$ cat config.mk
export PLATFORM = sky130hd
export DESIGN_NAME = rule_tuple_to_ternary_key
export DESIGN_NICKNAME = d
export VERILOG_FILES = /design/src/rtl/core/rttk_pkg.sv /design/src/rtl/core/rttk_addr_enc.sv /design/src/rtl/core/rttk_port_enc.sv /design/src/rtl/core/rule_tuple_to_ternary_key.sv
export VERILOG_INCLUDE_DIRS = /design/src /design/src/rtl/core
export SDC_FILE = /design/constraint.sdc
export NUM_CORES = 1
export LEC_CHECK = 0
export ABC_AREA = 0
export BUFFER_PORTS_ARGS = -buffer_cell sky130_fd_sc_hd__buf_4
export CAP_MARGIN = 15
export CORE_MARGIN = 2
export CORE_UTILIZATION = 50
export CTS_BUF_LIST = sky130_fd_sc_hd__clkbuf_4
export DETAILED_ROUTE_END_ITERATION = 8
export HOLD_SLACK_MARGIN = 0.06
export PLACE_DENSITY = 0.74
export SLEW_MARGIN = 10
export SYNTH_ARGS = -nofsm -noshare
export SYNTH_HDL_FRONTEND = slang
export SYNTH_SLANG_ARGS = --single-unit
export TNS_END_PERCENT = 50
$ cat constraint.sdc
create_clock -name clock -period 6.6 [get_ports clock]
set_clock_uncertainty 0.2 [all_clocks]
set_input_delay 0.66 -clock clock [delete_from_list [all_inputs] [get_ports clock]]
set_output_delay 0.66 -clock clock [all_outputs]
set_load 0.02 [all_outputs]
$ cat src/rtl/core/rule_tuple_to_ternary_key_macros.svh
// assertion macros for the ternary key encoder
`ifndef RULE_TUPLE_TO_TERNARY_KEY_MACROS_SVH
`define RULE_TUPLE_TO_TERNARY_KEY_MACROS_SVH

`ifndef SYNTHESIS
`define RTTK_ASSERT_HOLDS(label, clk, rst, prop) \
   label: assert property (@(posedge clk) disable iff (rst) (prop)) \
      else $error("rttk assertion failed");
`define RTTK_ASSERT_IMPLIES(label, clk, rst, ante, cons) \
   label: assert property (@(posedge clk) disable iff (rst) (ante) |-> (cons)) \
      else $error("rttk assertion failed");
`define RTTK_ASSERT_NEXT(label, clk, rst, ante, cons) \
   label: assert property (@(posedge clk) disable iff (rst) (ante) |=> (cons)) \
      else $error("rttk assertion failed");
`else
`define RTTK_ASSERT_HOLDS(label, clk, rst, prop)
`define RTTK_ASSERT_IMPLIES(label, clk, rst, ante, cons)
`define RTTK_ASSERT_NEXT(label, clk, rst, ante, cons)
`endif

`endif

$ cat src/rtl/core/rttk_pkg.sv
`default_nettype none

package rttk_pkg;

   localparam int AddrWidth   = 32;
   localparam int PrefixWidth = 6;
   localparam int PortWidth   = 16;
   localparam int ProtoWidth  = 8;
   localparam int UpperWidth  = 40;
   localparam int LowerWidth  = 64;

   localparam logic [PrefixWidth-1:0] PrefixFull  = 6'd32;
   localparam logic [PortWidth-1:0]   PortMax     = 16'hFFFF;
   localparam logic [PortWidth-1:0]   PortSplit   = 16'd1024;
   localparam logic [PortWidth-1:0]   PortMid     = 16'd512;
   localparam logic [PortWidth-1:0]   PortMidA    = 16'd640;
   localparam logic [PortWidth-1:0]   PortMidB    = 16'd656;
   localparam logic [PortWidth-1:0]   WildMid     = 16'h007F;
   localparam logic [PortWidth-1:0]   WildMidA    = 16'h000F;
   localparam logic [PortWidth-1:0]   WildMidB    = 16'h0003;
   localparam logic [PortWidth-1:0]   TrailLimit  = 16'd32767;
   localparam logic [PortWidth-1:0]   FixedLow    = 16'd20;
   localparam logic [PortWidth-1:0]   FixedHigh   = 16'd23;
   localparam logic [PortWidth-1:0]   FixedValue  = 16'h2800;
   localparam logic [PortWidth-1:0]   FixedCare   = 16'd16383;

   typedef struct packed {
      logic [AddrWidth-1:0]   source_address;
      logic [PrefixWidth-1:0] source_prefix_length;
      logic [AddrWidth-1:0]   target_address;
      logic [PrefixWidth-1:0] target_prefix_length;
      logic [PortWidth-1:0]   source_port_low;
      logic [PortWidth-1:0]   source_port_high;
      logic [PortWidth-1:0]   target_port_low;
      logic [PortWidth-1:0]   target_port_high;
      logic [ProtoWidth-1:0]  protocol_number;
      logic [ProtoWidth-1:0]  protocol_care;
   } req_type;

   typedef struct packed {
      logic [UpperWidth-1:0] key_value_upper;
      logic [LowerWidth-1:0] key_value_lower;
      logic [UpperWidth-1:0] key_care_upper;
      logic [LowerWidth-1:0] key_care_lower;
   } rsp_type;

   typedef struct packed {
      logic [AddrWidth-1:0] value;
      logic [AddrWidth-1:0] care;
   } addr_key_type;

   typedef struct packed {
      logic [PortWidth-1:0] value;
      logic [PortWidth-1:0] care;
   } port_key_type;

endpackage

`default_nettype wire

$ cat src/rtl/core/rttk_addr_enc.sv
`default_nettype none

module rttk_addr_enc (
   input  wire logic [rttk_pkg::AddrWidth-1:0]   address,
   input  wire logic [rttk_pkg::PrefixWidth-1:0] prefix_length,
   output rttk_pkg::addr_key_type                key
);

   logic [rttk_pkg::AddrWidth-1:0]   care;
   logic [rttk_pkg::PrefixWidth:0]   shift;

   always_comb begin
      shift = 7'd32 - {1'b0, prefix_length};
      if (prefix_length >= rttk_pkg::PrefixFull) begin
         care = '1;
      end else begin
         // a shift of the full width leaves all wildcards for prefix zero
         care = {rttk_pkg::AddrWidth{1'b1}} << shift;
      end
      key.care  = care;
      key.value = address & care;
   end

endmodule

`default_nettype wire

$ cat src/rtl/core/rttk_port_enc.sv
`default_nettype none

module rttk_port_enc (
   input  wire logic [rttk_pkg::PortWidth-1:0] port_low,
   input  wire logic [rttk_pkg::PortWidth-1:0] port_high,
   input  wire logic                           target_mode,
   output rttk_pkg::port_key_type              key
);

   logic [rttk_pkg::PortWidth:0]   low_plus_one;
   logic                           wide_span;
   logic [rttk_pkg::PortWidth-1:0] smear;
   logic [rttk_pkg::PortWidth-1:0] below_top_wild;
   logic [rttk_pkg::PortWidth-1:0] trail_wild;
   logic [rttk_pkg::PortWidth-1:0] low_minus_one;
   logic [rttk_pkg::PortWidth-1:0] double_minus_one;
   logic                           pow_pair;
   logic [rttk_pkg::PortWidth-1:0] wild;
   logic [rttk_pkg::PortWidth-1:0] care;

   always_comb begin
      low_plus_one = {1'b0, port_low} + 17'd1;
      wide_span    = {1'b0, port_high} > low_plus_one;

      // bits below the top one bit
      smear = port_low | (port_low >> 1);
      smear = smear | (smear >> 2);
      smear = smear | (smear >> 4);
      smear = smear | (smear >> 8);
      below_top_wild = (smear >> 1) & ~port_low;

      // trailing zeros, bit 15 never wildcard
      trail_wild = ((port_low & (~port_low + 16'd1)) - 16'd1) & rttk_pkg::TrailLimit;

      low_minus_one    = port_low - 16'd1;
      double_minus_one = (port_low << 1) - 16'd1;
      pow_pair = ((port_low & low_minus_one) == '0) && (port_high == double_minus_one);

      wild = '0;
      if (wide_span) begin
         if (port_low >= rttk_pkg::PortSplit) begin
            if (!target_mode || pow_pair) begin
               wild = below_top_wild;
            end else begin
               wild = trail_wild;
            end
         end else if (port_low < rttk_pkg::PortMid) begin
            wild = trail_wild;
         end else if (port_low == rttk_pkg::PortMid) begin
            wild = rttk_pkg::WildMid;
         end else if (port_low == rttk_pkg::PortMidA) begin
            wild = rttk_pkg::WildMidA;
         end else if (port_low == rttk_pkg::PortMidB) begin
            wild = rttk_pkg::WildMidB;
         end
      end
      care = ~wild;

      if (port_low == '0 && port_high == rttk_pkg::PortMax) begin
         key.value = '0;
         key.care  = '0;
      end else if (port_low == rttk_pkg::FixedLow && port_high == rttk_pkg::FixedHigh) begin
         key.value = rttk_pkg::FixedValue;
         key.care  = rttk_pkg::FixedCare;
      end else begin
         key.value = port_low & care;
         key.care  = care;
      end
   end

endmodule

`default_nettype wire

$ cat src/rtl/core/rule_tuple_to_ternary_key.sv
// Encodes one five-tuple rule into a 104-bit ternary key (value and care words, split
// into upper bits 103..64 and lower bits 63..0). The block takes one request every
// cycle while req_stall is low. An accepted request is captured in the input register;
// the address, port and protocol encoding is done in the logic between it and the
// result register, and the key is presented from the result register. Stall on the
// result side holds the result register, and the input register too once it is full;
// only then is it passed back as req_stall.
`default_nettype none

`include "rule_tuple_to_ternary_key_macros.svh"

module rule_tuple_to_ternary_key (
   input  wire logic        clock,
   input  wire logic        reset,
   input  wire logic        req_valid,
   output logic             req_stall,
   input  wire rttk_pkg::req_type req_data,
   output logic             rsp_valid,
   input  wire logic        rsp_stall,
   output rttk_pkg::rsp_type rsp_data
);

   logic              hold_valid_ff;
   logic              hold_valid_in;
   rttk_pkg::req_type hold_data_ff;
   logic              rsp_valid_ff;
   logic              rsp_valid_in;
   rttk_pkg::rsp_type rsp_data_ff;
   rttk_pkg::rsp_type rsp_data_in;
   logic              out_advance;

   rttk_pkg::addr_key_type src_addr_key;
   rttk_pkg::addr_key_type dst_addr_key;
   rttk_pkg::port_key_type src_port_key;
   rttk_pkg::port_key_type dst_port_key;
   logic [rttk_pkg::ProtoWidth-1:0] proto_value;
   logic [rttk_pkg::ProtoWidth-1:0] proto_care;
   logic [103:0] key_value;
   logic [103:0] key_care;

   always_comb begin
      out_advance   = !rsp_valid_ff || !rsp_stall;
      req_stall     = hold_valid_ff && !out_advance;
      hold_valid_in = req_stall ? hold_valid_ff : req_valid;
      rsp_valid_in  = out_advance ? hold_valid_ff : rsp_valid_ff;
   end

   always_ff @(posedge clock) begin
      if (reset) begin
         hold_valid_ff <= 1'b0;
         rsp_valid_ff  <= 1'b0;
      end else begin
         hold_valid_ff <= hold_valid_in;
         rsp_valid_ff  <= rsp_valid_in;
      end
   end

   always_ff @(posedge clock) begin
      if (!req_stall) begin
         hold_data_ff <= req_data;
      end
      if (out_advance) begin
         rsp_data_ff <= rsp_data_in;
      end
   end

   rttk_addr_enc u_src_addr (
      .address       (hold_data_ff.source_address),
      .prefix_length (hold_data_ff.source_prefix_length),
      .key           (src_addr_key)
   );

   rttk_addr_enc u_dst_addr (
      .address       (hold_data_ff.target_address),
      .prefix_length (hold_data_ff.target_prefix_length),
      .key           (dst_addr_key)
   );

   rttk_port_enc u_src_port (
      .port_low    (hold_data_ff.source_port_low),
      .port_high   (hold_data_ff.source_port_high),
      .target_mode (1'b0),
      .key         (src_port_key)
   );

   rttk_port_enc u_dst_port (
      .port_low    (hold_data_ff.target_port_low),
      .port_high   (hold_data_ff.target_port_high),
      .target_mode (1'b1),
      .key         (dst_port_key)
   );

   always_comb begin
      if (hold_data_ff.protocol_care != '0) begin
         proto_value = hold_data_ff.protocol_number;
         proto_care  = '1;
      end else begin
         proto_value = '0;
         proto_care  = '0;
      end
      key_value = {src_addr_key.value, dst_addr_key.value, src_port_key.value,
                   dst_port_key.value, proto_value};
      key_care  = {src_addr_key.care, dst_addr_key.care, src_port_key.care,
                   dst_port_key.care, proto_care};
      rsp_data_in.key_value_upper = key_value[103:64];
      rsp_data_in.key_value_lower = key_value[63:0];
      rsp_data_in.key_care_upper  = key_care[103:64];
      rsp_data_in.key_care_lower  = key_care[63:0];
   end

   assign rsp_valid = rsp_valid_ff;
   assign rsp_data  = rsp_data_ff;

   // checks
   `RTTK_ASSERT_IMPLIES(a_stall_needs_item, clock, reset, req_stall, hold_valid_ff)
   `RTTK_ASSERT_NEXT(a_item_moves_out, clock, reset, hold_valid_ff && out_advance, rsp_valid_ff)
   `RTTK_ASSERT_NEXT(a_drain_empties, clock, reset,
      rsp_valid_ff && !rsp_stall && !hold_valid_ff, !rsp_valid_ff)
   `RTTK_ASSERT_HOLDS(a_wild_value_zero, clock, reset, !rsp_valid_ff ||
      (((rsp_data_ff.key_value_upper & ~rsp_data_ff.key_care_upper) == '0) &&
       ((rsp_data_ff.key_value_lower & ~rsp_data_ff.key_care_lower) == '0)))

endmodule

`default_nettype wire
### Word-level counts from Yosys, hierarchy flattened

Index checks and enable logic that the tools add are counted.
W data, S select, Z words.

* bits in registers: 366
* input bits: 160
* output and inout bits: 210
* word-level logic and storage cells: 113

* add/subtract/negate cells: 10
* magnitude comparators: 8
* equal/unequal tests: 13
* shift operators: 2
* muxes and demuxes: 18
* bitwise gates (word level): 21
* reductions and logical operators: 16

Operators with widths (count)
* $mux W16: 11
* $eq A16 B10 Y1 const B: 6
* $and A32 B32 Y32: 2
* $eq A16 B5 Y1 const B: 4
* $mux W32: 2
* $not A16 Y16: 4
* $shl A32 B7 Y32 const A: 2
* $mux W30: 2
* $and A16 B16 Y16: 3
* $logic_not A16 Y1: 3
* $add A16 B1 Y17 const B: 2
* $gt A16 B17 Y1: 2
* $and A15 B16 Y16: 2
* $eq A16 B16 Y1 const B: 2
* $ge A16 B11 Y1 const B: 2
* $lt A16 B10 Y1 const B: 2
* $or A16 B12 Y16: 2
* $or A16 B14 Y16: 2
* $or A16 B15 Y16: 2
* $or A16 B8 Y16: 2
* $sub A16 B1 Y16 const B: 2
* $add A15 B1 Y15 const B: 2
* $and A15 B15 Y15: 2
* $sub A15 B1 Y15 const B: 2
* 10 further kinds: 21

### Depth between registers and ports, before layout

* depth after elaboration: 11
* gate-level depth with buffers: 18
* mapped depth without buffers: 16

### Cells and area by module

From an unflattened synthesis, not the netlist that was laid out.

* cell total of the unflattened synthesis: 1488
* area, all modules: 18066.1 µm²

By module, submodules not included
* rule_tuple_to_ternary_key: instances 1, cells an instance 386, area an instance 10939.2 µm², sequential area each 10760.3 µm²
* rttk_port_enc: instances 2, cells an instance 353, area an instance 2374.8 µm², sequential area each 0.0 µm²
* rttk_addr_enc: instances 2, cells an instance 198, area an instance 1188.6 µm², sequential area each 0.0 µm²

### Least setup slack after synthesis

OpenSTA, ideal clock, no wires.

* path kind: input to output
* start: input port rsp_stall
* end: output port req_stall
* arrival: 5.514 ns
* setup slack: 0.226 ns
* stages: 2
* path buffers: 0
* path through: nand3_1 -> inv_1

* cells in the longest elaborated chain, start to end: 4

Ends and longest elaborated chain
* from (decl): line rule_tuple_to_ternary_key.sv:19 `input wire logic rsp_stall,`
* $logic_not A1 Y1: line rule_tuple_to_ternary_key.sv:42 `out_advance = !rsp_valid_ff || !rsp_stall;`
* $logic_or A1 B1 Y1: line rule_tuple_to_ternary_key.sv:42
* $logic_not A1 Y1: line rule_tuple_to_ternary_key.sv:43 `req_stall = hold_valid_ff && !out_advance;`
* $logic_and A1 B1 Y1: line rule_tuple_to_ternary_key.sv:43
* to (decl): line rule_tuple_to_ternary_key.sv:16 `output logic req_stall,`

Every way passes these cells.

### Worst setup path in the final report

* start: register hold_data_ff[32] in the netlist's numbering
* end: register rsp_data_ff (netlist bit rsp_data[114]), data pin

* cells in the longest elaborated chain, start to end: 9
* elaborated cells between the ends (all ways): 29
* those cells by class: 5 x add/sub; 3 x order compare; 4 x eq/ne; 6 x mux; 5 x bitwise; 6 x reduce/logical

Ends and longest elaborated chain
* from (decl): line rule_tuple_to_ternary_key.sv:25 `rttk_pkg::req_type hold_data_ff;`
* from (signal assigned): line rule_tuple_to_ternary_key.sv:60 `hold_data_ff <= req_data;`
* $not A16 Y16 or $sub A16 B1 Y16 (tied branches)
* $add A15 B1 Y15 or $and A16 B16 Y16 (tied branches): line rttk_port_enc.sv:33, rttk_port_enc.sv:37
* $and A15 B15 Y15 or $logic_not A16 Y1 (tied branches): line rttk_port_enc.sv:33, rttk_port_enc.sv:37
* $sub A15 B1 Y15 or $logic_and A1 B1 Y1 (tied branches): line rttk_port_enc.sv:33, rttk_port_enc.sv:37
* $mux W16 (on tied branches): line rttk_port_enc.sv:47, rttk_port_enc.sv:42
* $mux W16: line rttk_port_enc.sv:41 `if (port_low >= rttk_pkg::PortSplit) begin`
* $mux W16: line rttk_port_enc.sv:40 `if (wide_span) begin`
* $not A16 Y16: line rttk_port_enc.sv:57 `care = ~wild;`
* $and A16 B16 Y16: line rttk_port_enc.sv:66 `key.value = port_low & care;`
* to (signal assigned): line rule_tuple_to_ternary_key.sv:63 `rsp_data_ff <= rsp_data_in;`
* to (decl): line rule_tuple_to_ternary_key.sv:28 `rttk_pkg::rsp_type rsp_data_ff;`

Several ways; a longest one is shown, not always the timed one.
A chain may end at the register's enable or synchronous reset.

==> flow_metrics.tcl <==
set metrics [dict create \
    status "finished clean" \
    regToRegSetupSlack_ps 1750 \
    p_leak_nw 8.87 \
    seqPwrFrac_pct 51.0 \
    final_area_mm2 0.0221 \
    hold_path_class "reg -> reg" \
    overflow 0 \
    clk_latency_ps 790 \
    min_period_ps 4850 \
    worstPathMaxFanout 11 \
    gp_congestion 0.914 \
    intPower_mw 4.05 \
    dr.pass1.iters 5 \
    tns_ps 0 \
    fmax_mhz 206 \
    post_dp_cell_area_mm2 0.0194 \
    sw_frac_of_total_pct 26.4 \
    wl_per_cell_um 19.4 \
    yosysUniqueCellTypes 83 \
    hpwlAfterDp_mm 30.5 \
    setup_viol 0 \
    worstSetupPathType "reg -> reg" \
    chipWidth_um 185 \
    vdd_drop_max_v 0.000148 \
    synth-seq-area-share_pct 65.9 \
    cellPowerDensity_mw_per_mm2 249 \
    worstPathCellList "inv_1, ha_1, inv_1, or3_1, or3_1, nor3_1, inv_1, or3_1, ha_1, xor2_1, nand4_1, nor3_1, nand4b_1, nor2_2, a21oi_1, a311oi_1" \
    cts_tree "done" \
    multi_input_area_mm2 0.00508 \
    cts_max_path_buffers 3 \
    clock_sinks 359 \
    die_height_um 185 \
    post_cts_buffers 0 \
    timing.rr.start "hold_data_ff[32]$_DFFE_PN_" \
    pwr-share-comb_pct 14.9 \
    drv_slew 0 \
    h-tree-depth 3 \
    reg2reg_to "rsp_data[114]$_SDFFCE_PP0P_" \
    fill_cells 2313 \
    worst_slew_pin_slew_ps 1040 \
    synth_seq_cells 359 \
    detail-route-antenna-nets 0 \
    reg2reg_depth 16 \
    fin_crit_sh_pct 73.5 \
    synth_area_mm2 0.0163 \
    layout.area.seq_mm2 0.0108 \
    async_flop_share_pct 0 \
    worst_path_dominant_cell_family "simple AND/OR/NAND/NOR gates" \
    layout_common_cells "buf_4 (377), edfxtp_1 (357), dlygate4sd3_1 (159)" \
    coreArea_mm2 0.0324 \
    startpoint "hold_data_ff[32]$_DFFE_PN_" \
    hold_violations 0 \
    cts_resized 0 \
    start_kind "register" \
    grt_pass1_wl_mm 67.7 \
    syn_inst 1239 \
    grt_max_degree 82 \
    layout.nets 2025 \
    synth.largest_area_cell "edfxtp_1" \
    cts_inserted_buffers 90 \
    track_usage_pct 26.1 \
    synth_top_area_share_pct 65.7 \
    cap_violations 0 \
    clkPwrFrac_pct 34.2 \
    cp.depth 16 \
    final_common_cell "buf_4" \
    route.detailed.drc 0 \
    avgSynthCellArea_um2 13.2 \
    syn2layout_area_growth_pct 35.6 \
    wl_mm 45.2 \
    power.total_mw 5.50 \
    rsz0062_at_grt "no" \
    dr_total_vias 12400 \
    slew_headroom_pct 30.7 \
    critPathSlowestCell "edfxtp_1" \
    ioPinCount 370 \
    synth_area_leaders "edfxtp_1 (66%), ha_1 (4.2%), and2_1 (3.1%)" \
    cts_root_buf "clkbuf_4" \
    yosysWarnings 0 \
    port_buffers 369 \
    p_switching_mw 1.46 \
    synth_edf_count 357 \
    start_util_pct 50.4 \
    cts.clk_slew.worst_paths_ps 70 \
    grt_antenna_before_repair 4 \
    rows 66 \
    ys_dominant_reg_cell "edfxtp_1" \
    drive_above_1_share_pct 29.0 \
    crit_end "rsp_data[114]$_SDFFCE_PP0P_" \
    drt_iter0_markers 1159 \
    drt-vias-per-instance 5.34 \
    syn_nets 1454 \
    grt_pass1_vias 12400 \
    max_stage_delay_ps 540 \
    die_area_mm2 0.0341 \
    path_buf_inv 3 \
    crit_required_ps 7010 \
    endpoint_kind "register" \
    hold_buffers 159 \
    worstPathArrival_ps 5260 \
]
## worst min path at each step
stage | cells after the start | slack, ps | start | end
after floorplan | 2 | 240 | hold_valid_ff$_SDFFE_PP0N_ | rsp_valid$_SDFFE_PP0P_
after global placement | 1 | 300 | hold_data_ff[126]$_DFFE_PN_ | rsp_data[178]$_DFFE_PP_
after detailed placement | 1 | 300 | hold_data_ff[13]$_DFFE_PN_ | rsp_data[109]$_SDFFCE_PN0P_
after CTS | 3 | 300 | reset | rsp_valid$_SDFFE_PP0P_
after global routing | 2 | 330 | req_data[23] | hold_data_ff[23]$_DFFE_PN_
final | 1 | 310 | hold_data_ff[144]$_DFFE_PN_ | rsp_data[196]$_DFFE_PP_
## power by group through the flow
| stage | combinational, mW | sequential, mW | clock (mW) |
|---|---|---|---|
| after global routing | 0.878 | 2.82 | 2.04 |
| after floorplan | 0.280 | 2.95 | 0 |
| after global placement | 0.717 | 2.85 | 0 |
| after CTS | 0.810 | 2.80 | 1.92 |
| after detailed placement | 0.729 | 2.85 | 0 |
| final | 0.818 | 2.81 | 1.88 |
## cells in the mapped netlist, types with 29 or more instances
library cell,n
o21ai_0,75
nor2_1,66
inv_1,40
xor2_1,34
nand3_1,36
nand4_1,29
and2_1,80
ha_1,55
clkbuf_1,29
nand2_1,89
edfxtp_1,357
nor3_1,34
a21oi_1,47
## through the flow
step                      setup WS (ps)  util [%]  instances  hold slack, ps
after global routing               1340      68.4       2326             325
after global placement             1890      59.9       2001             300
after detailed placement           1790      59.9       2001             301
after floorplan                     226         -       1239             237
after CTS                          1760      68.3       2321             302
final                              1750      68.4       2328             310
## kinds of logic (layout without fill, tap and decap cells)
family | Yosys count | count (layout) | share of synthesized area, %
AO/OA/AOI/OAI | 214 | 214 | 8.10
other | 0 | 7 | 0
flip-flops | 359 | 359 | 65.9
AND/OR/NAND/NOR | 446 | 446 | 15.0
XOR/XNOR | 60 | 60 | 3.22
adder cells (fa/ha/maj) | 55 | 55 | 4.22
multiplexers | 7 | 7 | 0.468
buffers and inverters | 98 | 738 | 3.09
## state kept, by name, indices dropped and copies added (netlist names)
register,flops
rsp_data,201
hold_data_ff,156
hold_valid_ff,1
rsp_valid,1
## final cells by class
type                    instances  area share [%]
inverters                      41           0.695
clock inverters                33           0.876
repair buffers                536            20.0
well taps                     442            2.50
multi-input cells             782            22.9
diodes                          7          0.0791
flip-flops and latches        359            48.6
clock buffers                 128            4.34
## per-layer routing
layer	vias to the layer above	track usage, %	routed length [um]
met5	-	0	0
met1	5885	30.6	17100
met4	0	10.5	1470
met2	595	46.2	23100
li1	5845	-	-
met3	111	6.20	3460
Note: power is estimated with default switching activity, not from simulation.
